===== config.mk =====
export PLATFORM = sky130hd
export DESIGN_NAME = battery_protection_monitor
export DESIGN_NICKNAME = d
export VERILOG_FILES = /design/src/rtl/bpm_pkg.sv /design/src/rtl/bpm_check.sv /design/src/rtl/battery_protection_monitor.sv
export SDC_FILE = /design/constraint.sdc
export NUM_CORES = 1
export LEC_CHECK = 0
export ABC_AREA = 1
export BUFFER_PORTS_ARGS = -buffer_cell sky130_fd_sc_hd__buf_2
export CORE_MARGIN = 2
export CORE_UTILIZATION = 55
export CTS_BUF_LIST = sky130_fd_sc_hd__clkbuf_2
export DETAILED_ROUTE_END_ITERATION = 7
export PLACE_DENSITY_LB_ADDON = 0.12
export SLEW_MARGIN = 20
export SYNTH_ARGS = -nofsm -noshare
export SYNTH_HDL_FRONTEND = slang
export SYNTH_SLANG_ARGS = --single-unit

===== constraint.sdc =====
create_clock -name clock -period 7.1 [get_ports clock]
set_input_delay 0.71 -clock clock [delete_from_list [all_inputs] [get_ports clock]]
set_output_delay 0.71 -clock clock [all_outputs]
set_load 0.01 [all_outputs]

===== src/rtl/bpm_pkg.sv =====
// Shared types, register map and event codes for the battery protection monitor.
`timescale 1ns / 1ps

package bpm_pkg;

   // Cells checked out of the four packed in the snapshot (1 to 4).
   localparam int CELL_COUNT = 4;
   localparam int CELL_W     = 16;
   localparam int CELLS_W    = 64;

   localparam int CSR_ADDR_W = 5;
   localparam int CSR_DATA_W = 32;

   // Register indexes (byte address / 4)
   localparam logic [2:0] REG_BROWNOUT    = 3'd0;
   localparam logic [2:0] REG_OVERVOLTAGE = 3'd1;
   localparam logic [2:0] REG_OVERCURRENT = 3'd2;
   localparam logic [2:0] REG_OVERTEMP    = 3'd3;
   localparam logic [2:0] REG_SPREAD_MAX  = 3'd4;
   localparam logic [2:0] REG_TIMEOUT     = 3'd5;
   localparam logic [2:0] REG_CELL_UNDER  = 3'd6;
   localparam logic [2:0] REG_CELL_OVER   = 3'd7;

   // Beat kinds
   localparam logic KIND_CHECK = 1'b0;
   localparam logic KIND_CLEAR = 1'b1;

   // Event codes; flag bit is code minus one
   localparam logic [3:0] EV_NONE        = 4'd0;
   localparam logic [3:0] EV_BROWNOUT    = 4'd1;
   localparam logic [3:0] EV_OVERVOLT    = 4'd2;
   localparam logic [3:0] EV_OVERCURRENT = 4'd3;
   localparam logic [3:0] EV_OVERTEMP    = 4'd4;
   localparam logic [3:0] EV_IMBALANCE   = 4'd5;
   localparam logic [3:0] EV_CELL_UNDER  = 4'd6;
   localparam logic [3:0] EV_CELL_OVER   = 4'd7;
   localparam logic [3:0] EV_TIMEOUT     = 4'd8;

   typedef struct packed {
      logic [15:0]        brownout_mv;
      logic [15:0]        overvoltage_mv;
      logic [17:0]        overcurrent_ma;
      logic signed [11:0] overtemp_decidegrees;
      logic [15:0]        cell_spread_max_mv;
      logic [31:0]        sensor_timeout_ms;
      logic [15:0]        cell_under_mv;
      logic [15:0]        cell_over_mv;
   } cfg_type;

   typedef struct packed {
      logic               kind;
      logic [15:0]        pack_voltage;
      logic signed [17:0] pack_current;
      logic               pack_online;
      logic signed [11:0] room_temperature;
      logic               temp_online;
      logic               cells_online;
      logic [CELLS_W-1:0] cell_voltages;
      logic [15:0]        cell_spread;
      logic [31:0]        now_ms;
      logic [31:0]        last_update_ms;
   } snap_type;

   // Check results handed from the comparator bank to the state update
   typedef struct packed {
      logic [7:0] fire;          // flag order; cell bits are 0 when cells offline
      logic [3:0] count;
      logic [3:0] event_code;    // last firing check in evaluation order
      logic       shutdown_hit;  // cell under or overcurrent fired
   } chk_type;

endpackage


===== src/rtl/bpm_check.sv =====
// Comparator bank: the eight threshold checks on one snapshot.
`timescale 1ns / 1ps

module bpm_check (
   input  bpm_pkg::cfg_type  cfg,
   input  bpm_pkg::snap_type snap,
   output bpm_pkg::chk_type  chk
);
   import bpm_pkg::*;

   logic [17:0] abs_cur;
   logic [31:0] age;
   logic        under;
   logic        over;
   logic [7:0]  fire;
   logic [3:0]  count;

   // -(-2^17) wraps to 2^17, which is right as an unsigned 18-bit value
   assign abs_cur = snap.pack_current[17] ? 18'(-snap.pack_current)
                                          : 18'(snap.pack_current);
   assign age     = snap.now_ms - snap.last_update_ms;

   always_comb begin
      under = 1'b0;
      over  = 1'b0;
      for (int i = 0; i < CELL_COUNT; i++) begin
         if (snap.cell_voltages[CELL_W*i +: CELL_W] < cfg.cell_under_mv) under = 1'b1;
         if (snap.cell_voltages[CELL_W*i +: CELL_W] > cfg.cell_over_mv)  over  = 1'b1;
      end
   end

   always_comb begin
      fire[0] = snap.pack_online && (snap.pack_voltage < cfg.brownout_mv);
      fire[1] = snap.pack_online && (snap.pack_voltage > cfg.overvoltage_mv);
      fire[2] = snap.pack_online && (abs_cur > cfg.overcurrent_ma);
      fire[3] = snap.temp_online && (snap.room_temperature > cfg.overtemp_decidegrees);
      fire[4] = snap.cells_online && (snap.cell_spread > cfg.cell_spread_max_mv);
      fire[5] = snap.cells_online && under;
      fire[6] = snap.cells_online && over;
      fire[7] = (snap.last_update_ms != 32'd0) && (age > cfg.sensor_timeout_ms);
   end

   always_comb begin
      count = 4'd0;
      for (int i = 0; i < 8; i++) begin
         count = count + 4'(fire[i]);
      end
   end

   // Checks run brownout..overtemp, cell under, cell over, imbalance, timeout;
   // the last one to fire names the event.
   always_comb begin
      chk.fire         = fire;
      chk.count        = count;
      chk.shutdown_hit = fire[5] | fire[2];
      priority if (fire[7]) chk.event_code = EV_TIMEOUT;
      else if (fire[4])     chk.event_code = EV_IMBALANCE;
      else if (fire[6])     chk.event_code = EV_CELL_OVER;
      else if (fire[5])     chk.event_code = EV_CELL_UNDER;
      else if (fire[3])     chk.event_code = EV_OVERTEMP;
      else if (fire[2])     chk.event_code = EV_OVERCURRENT;
      else if (fire[1])     chk.event_code = EV_OVERVOLT;
      else if (fire[0])     chk.event_code = EV_BROWNOUT;
      else                  chk.event_code = EV_NONE;
   end

endmodule


===== src/rtl/battery_protection_monitor.sv =====
// Top level of the battery protection monitor: CSRs, beat pipeline, event state.
//
//   channel | direction | handshake            | payload
//   req_    | in        | req_valid/req_ready  | one snapshot or clear beat
//   rsp_    | out       | rsp_valid/rsp_ready  | flags, count, events, shutdown, start
//   csr_    | in/out    | APB psel/penable     | eight threshold registers
//
// One beat per cycle unless rsp_ready stalls; beats pass input and result registers.
// Event state updates in the same edge that loads the result, so the next beat
// sees it without a bubble. A stalled result holds; the input register still
// takes one more beat behind it. Reset is synchronous; thresholds return to
// their defaults and all event state but the alert count clears.
`timescale 1ns / 1ps

module battery_protection_monitor (
   input  logic                             clock,
   input  logic                             reset,

   input  logic                             req_valid,
   output logic                             req_ready,
   input  logic                             req_kind,
   input  logic [15:0]                      req_pack_voltage,
   input  logic signed [17:0]               req_pack_current,
   input  logic                             req_pack_online,
   input  logic signed [11:0]               req_room_temperature,
   input  logic                             req_temp_online,
   input  logic                             req_cells_online,
   input  logic [bpm_pkg::CELLS_W-1:0]      req_cell_voltages,
   input  logic [15:0]                      req_cell_spread,
   input  logic [31:0]                      req_now_ms,
   input  logic [31:0]                      req_last_update_ms,

   output logic                             rsp_valid,
   input  logic                             rsp_ready,
   output logic [7:0]                       rsp_alert_flags,
   output logic [3:0]                       rsp_alert_count,
   output logic [3:0]                       rsp_active_event,
   output logic [3:0]                       rsp_last_event,
   output logic                             rsp_emergency_shutdown,
   output logic [31:0]                      rsp_event_start_time,

   input  logic                             csr_psel,
   input  logic                             csr_penable,
   input  logic                             csr_pwrite,
   input  logic [bpm_pkg::CSR_ADDR_W-1:0]   csr_paddr,
   input  logic [bpm_pkg::CSR_DATA_W-1:0]   csr_pwdata,
   output logic [bpm_pkg::CSR_DATA_W-1:0]   csr_prdata,
   output logic                             csr_pready
);
   import bpm_pkg::*;

   cfg_type    cfg_ff;
   snap_type   snap_ff;
   snap_type   snap_in;
   logic       in_valid_ff;
   logic       out_valid_ff;
   logic       advance;
   logic       csr_wr;
   logic [2:0] csr_idx;

   logic [7:0]  flags_ff,  flags_in;
   logic [3:0]  count_ff,  count_in;
   logic [3:0]  cur_ff,    cur_in;
   logic [3:0]  prev_ff,   prev_in;
   logic        shut_ff,   shut_in;
   logic [31:0] start_ff,  start_in;

   chk_type chk;

   // ---------------- configuration port ----------------
   assign csr_pready = 1'b1;
   assign csr_wr     = csr_psel && csr_penable && csr_pwrite && csr_pready;
   assign csr_idx    = csr_paddr[CSR_ADDR_W-1:2];

   always_ff @(posedge clock) begin
      if (reset) begin
         cfg_ff.brownout_mv          <= 16'd11000;
         cfg_ff.overvoltage_mv       <= 16'd14600;
         cfg_ff.overcurrent_ma       <= 18'd100000;
         cfg_ff.overtemp_decidegrees <= 12'sd600;
         cfg_ff.cell_spread_max_mv   <= 16'd100;
         cfg_ff.sensor_timeout_ms    <= 32'd5000;
         cfg_ff.cell_under_mv        <= 16'd2500;
         cfg_ff.cell_over_mv         <= 16'd3650;
      end else if (csr_wr) begin
         unique case (csr_idx)
            REG_BROWNOUT:    cfg_ff.brownout_mv          <= csr_pwdata[15:0];
            REG_OVERVOLTAGE: cfg_ff.overvoltage_mv       <= csr_pwdata[15:0];
            REG_OVERCURRENT: cfg_ff.overcurrent_ma       <= csr_pwdata[17:0];
            REG_OVERTEMP:    cfg_ff.overtemp_decidegrees <= csr_pwdata[11:0];
            REG_SPREAD_MAX:  cfg_ff.cell_spread_max_mv   <= csr_pwdata[15:0];
            REG_TIMEOUT:     cfg_ff.sensor_timeout_ms    <= csr_pwdata[31:0];
            REG_CELL_UNDER:  cfg_ff.cell_under_mv        <= csr_pwdata[15:0];
            REG_CELL_OVER:   cfg_ff.cell_over_mv         <= csr_pwdata[15:0];
         endcase
      end
   end

   always_comb begin
      unique case (csr_idx)
         REG_BROWNOUT:    csr_prdata = {16'd0, cfg_ff.brownout_mv};
         REG_OVERVOLTAGE: csr_prdata = {16'd0, cfg_ff.overvoltage_mv};
         REG_OVERCURRENT: csr_prdata = {14'd0, cfg_ff.overcurrent_ma};
         REG_OVERTEMP:    csr_prdata = {{20{cfg_ff.overtemp_decidegrees[11]}},
                                        cfg_ff.overtemp_decidegrees};
         REG_SPREAD_MAX:  csr_prdata = {16'd0, cfg_ff.cell_spread_max_mv};
         REG_TIMEOUT:     csr_prdata = cfg_ff.sensor_timeout_ms;
         REG_CELL_UNDER:  csr_prdata = {16'd0, cfg_ff.cell_under_mv};
         REG_CELL_OVER:   csr_prdata = {16'd0, cfg_ff.cell_over_mv};
      endcase
   end

   // ---------------- beat pipeline ----------------
   assign advance   = !out_valid_ff || rsp_ready;
   assign req_ready = !in_valid_ff || advance;

   always_comb begin
      snap_in.kind             = req_kind;
      snap_in.pack_voltage     = req_pack_voltage;
      snap_in.pack_current     = req_pack_current;
      snap_in.pack_online      = req_pack_online;
      snap_in.room_temperature = req_room_temperature;
      snap_in.temp_online      = req_temp_online;
      snap_in.cells_online     = req_cells_online;
      snap_in.cell_voltages    = req_cell_voltages;
      snap_in.cell_spread      = req_cell_spread;
      snap_in.now_ms           = req_now_ms;
      snap_in.last_update_ms   = req_last_update_ms;
   end

   bpm_check u_check (
      .cfg  (cfg_ff),
      .snap (snap_ff),
      .chk  (chk)
   );

   // Next event state for the beat in the input register
   always_comb begin
      flags_in = flags_ff;
      count_in = 4'd0;
      cur_in   = cur_ff;
      prev_in  = prev_ff;
      shut_in  = shut_ff;
      start_in = start_ff;
      if (snap_ff.kind == KIND_CLEAR) begin
         shut_in  = 1'b0;
         start_in = 32'd0;
      end else begin
         // cell monitor offline: imbalance, cell under and cell over hold
         flags_in = snap_ff.cells_online ? chk.fire
                                         : {chk.fire[7], flags_ff[6:4], chk.fire[3:0]};
         count_in = chk.count;
         if (chk.count != 4'd0) begin
            cur_in   = chk.event_code;
            prev_in  = chk.event_code;
            shut_in  = shut_ff | chk.shutdown_hit;
            start_in = (start_ff == 32'd0) ? snap_ff.now_ms : start_ff;
         end else begin
            cur_in  = EV_NONE;
            shut_in = 1'b0;
         end
      end
   end

   always_ff @(posedge clock) begin
      if (reset) begin
         in_valid_ff  <= 1'b0;
         out_valid_ff <= 1'b0;
         flags_ff     <= 8'd0;
         cur_ff       <= EV_NONE;
         prev_ff      <= EV_NONE;
         shut_ff      <= 1'b0;
         start_ff     <= 32'd0;
      end else begin
         if (req_ready) begin
            in_valid_ff <= req_valid;
         end
         if (advance) begin
            out_valid_ff <= in_valid_ff;
         end
         if (advance && in_valid_ff) begin
            flags_ff <= flags_in;
            cur_ff   <= cur_in;
            prev_ff  <= prev_in;
            shut_ff  <= shut_in;
            start_ff <= start_in;
         end
      end
   end

   always_ff @(posedge clock) begin
      if (req_valid && req_ready) begin
         snap_ff <= snap_in;
      end
      if (advance && in_valid_ff) begin
         count_ff <= count_in;
      end
   end

   // State only moves when a result is loaded, so it doubles as the result payload
   assign rsp_valid              = out_valid_ff;
   assign rsp_alert_flags        = flags_ff;
   assign rsp_alert_count        = count_ff;
   assign rsp_active_event       = cur_ff;
   assign rsp_last_event         = prev_ff;
   assign rsp_emergency_shutdown = shut_ff;
   assign rsp_event_start_time   = start_ff;

   // ---------------- assertions ----------------
   a_count_has_event: assert property (@(posedge clock) disable iff (reset)
      rsp_valid && rsp_alert_count != 4'd0 |-> rsp_active_event != EV_NONE)
      else $error("alerts counted with no active event");

   a_active_is_last: assert property (@(posedge clock) disable iff (reset)
      cur_ff != EV_NONE |-> prev_ff == cur_ff)
      else $error("active event differs from last event");

   a_shutdown_has_event: assert property (@(posedge clock) disable iff (reset)
      shut_ff |-> cur_ff != EV_NONE)
      else $error("emergency shutdown without an active event");

   a_count_vs_flags: assert property (@(posedge clock) disable iff (reset)
      rsp_valid |-> $countones(rsp_alert_flags) >= int'(rsp_alert_count))
      else $error("alert count exceeds raised flags");

endmodule

==> metrics <==
Net count, final 3430; first-pass GRT wire length 103000 microns; # rows 72; origin of the critical flop-to-flop path snap_ff[160]; Port Buffers 322; Worst R2R Path Depth 32; worst path required time 8.00 ns; Final period util 0.868; pre-CTS setup slack 1.25 ns; Clock Tree Buf Depth 3; worst hold slack 0.125 ns; Vias 19400; Multi-input gate area 0.0100 sq mm; pwr dens 199 mW/mm^2; hold endpoint cfg_ff[118]; Die Ht 201 microns; Final ANT Viol Nets 0; DIE AREA 0.0403 sq mm; status complete, no violations; Max Freq 0.162 GHz; cell count after synthesis 2331; Levels on crit path 32; Post-synth EDFFs 198; RSZ-0062 raised after global routing no; delay-heaviest family, CP adder cells; synth warn 0; DR WL/cell 19.0 microns; Starting Density 0.554; maximum VDD drop 0.187 mV; number of max-cap violations 0; synthesized-area fraction occupied by adder cells 0.163; FF+latch count, synth 391; final hold violations 0; Die X 201 microns; drc violations 0; post-route setup slack 0.937 ns; Post-DP HPWL 46600 microns; Cell Area, Synth 0.0213 sq mm; CP Launch Type flop; CTS root buffer clkbuf_2; Hold Startpoint csr_pwdata[8]; initial DRC count 1449; H-tree levels 3; Netlist cell types 53; vias in the first global route 19500; CORE AREA 0.0384 sq mm; I/O Pins 326; layout cell share with drive strength beyond 1 0.181; pins over their slew limit 0; Post-Syn Nets 2843; placed insts 3114; Mapped Avg Cell Area 9.13 sq um; CP dominant cell by count inv_1; Setup CP Type reg -> reg; XOR/XNOR Fraction of Synth Area 0.0193; final wirelength 66800 microns; largest net degree at the start of global routing 105; global-route usage over all layers 0.327; Synth Area in Simple Gates 0.117; critical path data arrival time 7.06 ns; gp weighted congestion 0.935; Critical Path End Type flop; Async SR Flop Fraction 0; CTS sink cnt 391; Buffers & Inverters on Critical Path 7; Worst Skew 0.0579 ns; flop-to-flop setup slack 0.94 ns; Skew-Pair Late Insertion Delay 1.04 ns; GRT overflow 0; sequential cell area 0.00981 sq mm; mux cell area share after synthesis 0; sequential area share after synthesis 0.461; Worst Hold Class in -> reg; CP max stage cell fa_1; r2r endpoint rsp_event_start_time[3]; Pre-Repair DR Iteration Count 5; vias per cell 5.51; ys flop type edfxtp_1; critical path peak fanout 32; antenna violations before repair 3; hold path depth 3; Largest stage delay, worst path 0.61 ns; setup bufs post-CTS 0; Tightest Pin Transition 1.11 ns; Layout area overhead 24.6%; CTS tree built; largest family of logic cells by synthesized area compound AO/OA/AOI/OAI gates; final setup fails 0; leak pwr 12.0 nW; Slew headroom 0.256; Tmin final 6.16 ns; filler instances 3048; compound-cell area share of the yosys netlist 0.172; total negative setup slack 0 ns; Reg clk slew, reported paths 0.10 ns; total CTS buffers 99; Final Non-Filler Cells 3525; post_cts resized 0
## flip-flops by register name, summed over array words and instances, names as in the netlist
name	flops
rsp_valid	1
in_valid_ff	1
rsp_alert_count	4
rsp_last_event	4
rsp_event_start_time	32
rsp_alert_flags	8
rsp_active_event	4
cfg_ff	142
rsp_emergency_shutdown	1
snap_ff	194
## cells in the final DEF, fill, tap and decap left out, types with 16 or more instances in the layout
cell type,n
o21ai_1,60
nor4_1,20
xnor2_1,20
o211ai_1,36
nor3_1,16
clkinv_1,21
xor2_1,27
nand2_1,352
nand3_1,30
a21oi_1,336
o22ai_1,26
inv_2,22
dfxtp_1,193
dlygate4sd3_1,221
nor2_1,112
nand4_1,24
edfxtp_1,198
clkbuf_2,155
inv_1,288
a221oi_1,22
ha_1,269
buf_2,322
o21ai_0,153
## cells by family after synthesis
group,count (synthesis)
and+or+nand+nor,578
xor gates and xnor gates,47
adders and majority gates,274
other,1
buffers and inverters,372
AOI/OAI and AO/OA,668
DFF,391
## report_power, final
| group | total (mW) | internal (mW) | switching, mW |
|---|---|---|---|
| Combinational | 1.06 | 0.433 | 0.628 |
| Sequential | 2.56 | 2.49 | 0.0732 |
| Clock | 1.66 | 0.689 | 0.975 |
## cells in the mapped netlist, types with 16 or more instances
library cell	count	share of area
o211ai_1	36	0.013
nor2_1	112	0.020
ha_1	269	0.16
o21ai_1	61	0.014
o22ai_1	26	0.0076
inv_2	18	0.0032
a221oi_1	22	0.0091
nor4_1	20	0.0059
clkbuf_1	30	0.0053
nand2_1	352	0.062
xor2_1	27	0.011
xnor2_1	20	0.0082
inv_1	290	0.051
dfxtp_1	193	0.18
nor3_1	16	0.0038
o21ai_0	153	0.036
edfxtp_1	198	0.28
nand4_1	24	0.0071
nand3_1	30	0.0071
a21oi_1	336	0.079
buf_2	29	0.0068
## through the flow
step           utilization  cell area, sq um  total power, mW
2_1_floorplan            -             21300             3.20
3_3_place_gp         0.607             23300             3.51
3_5_place_dp         0.607             23300             3.55
4_1_cts              0.690             26500             5.28
5_1_grt              0.690             26500             5.56
6_report             0.691             26500             5.29
## per-layer routing
layer | share of wire | global-route usage | vias to the layer above
li1 | - | - | 9373
met1 | 0.40 | 0.410 | 9061
met2 | 0.48 | 0.549 | 806
met3 | 0.076 | 0.0620 | 194
met4 | 0.043 | 0.151 | 2
met5 | 0.00027 | 0 | -
## final cells by class
type | instances | area share
Sequential cell | 391 | 0.370
Multi-Input combinational cell | 1568 | 0.378
Clock inverter | 31 | 0.00755
Tap cell | 518 | 0.0245
Antenna cell | 4 | 0.000378
Inverter | 309 | 0.0440
Clock buffer | 155 | 0.0293
Timing Repair Buffer | 549 | 0.146
## worst max path at each step
stage                       from                        to  slack [ns]
floorplan              rsp_ready                snap_ff[0]        1.82
global placement     snap_ff[32]   rsp_event_start_time[3]        1.44
detailed placement  snap_ff[159]   rsp_event_start_time[1]        1.25
CTS                 snap_ff[160]  rsp_event_start_time[12]        1.13
global route        snap_ff[160]   rsp_event_start_time[3]        0.49
finish              snap_ff[160]   rsp_event_start_time[3]        0.94
## worst reg2reg max path, delay by kind of cell, from the launching register on
family	cells	cell delay, ns
XOR/XNOR	2	0.27
flip-flops	1	0.41
AND/OR/NAND/NOR	13	1.48
buffers and inverters	7	0.75
adder cells (fa/ha/maj)	6	2.32
AO/OA/AOI/OAI	4	0.79
## repair_timing
item,in CTS,in global routing
setup endpoints to repair,0,0
hold buffers,220,1
endpoints found under the hold margin,230,1
No activity file was read; power rests on OpenSTA's default activity.
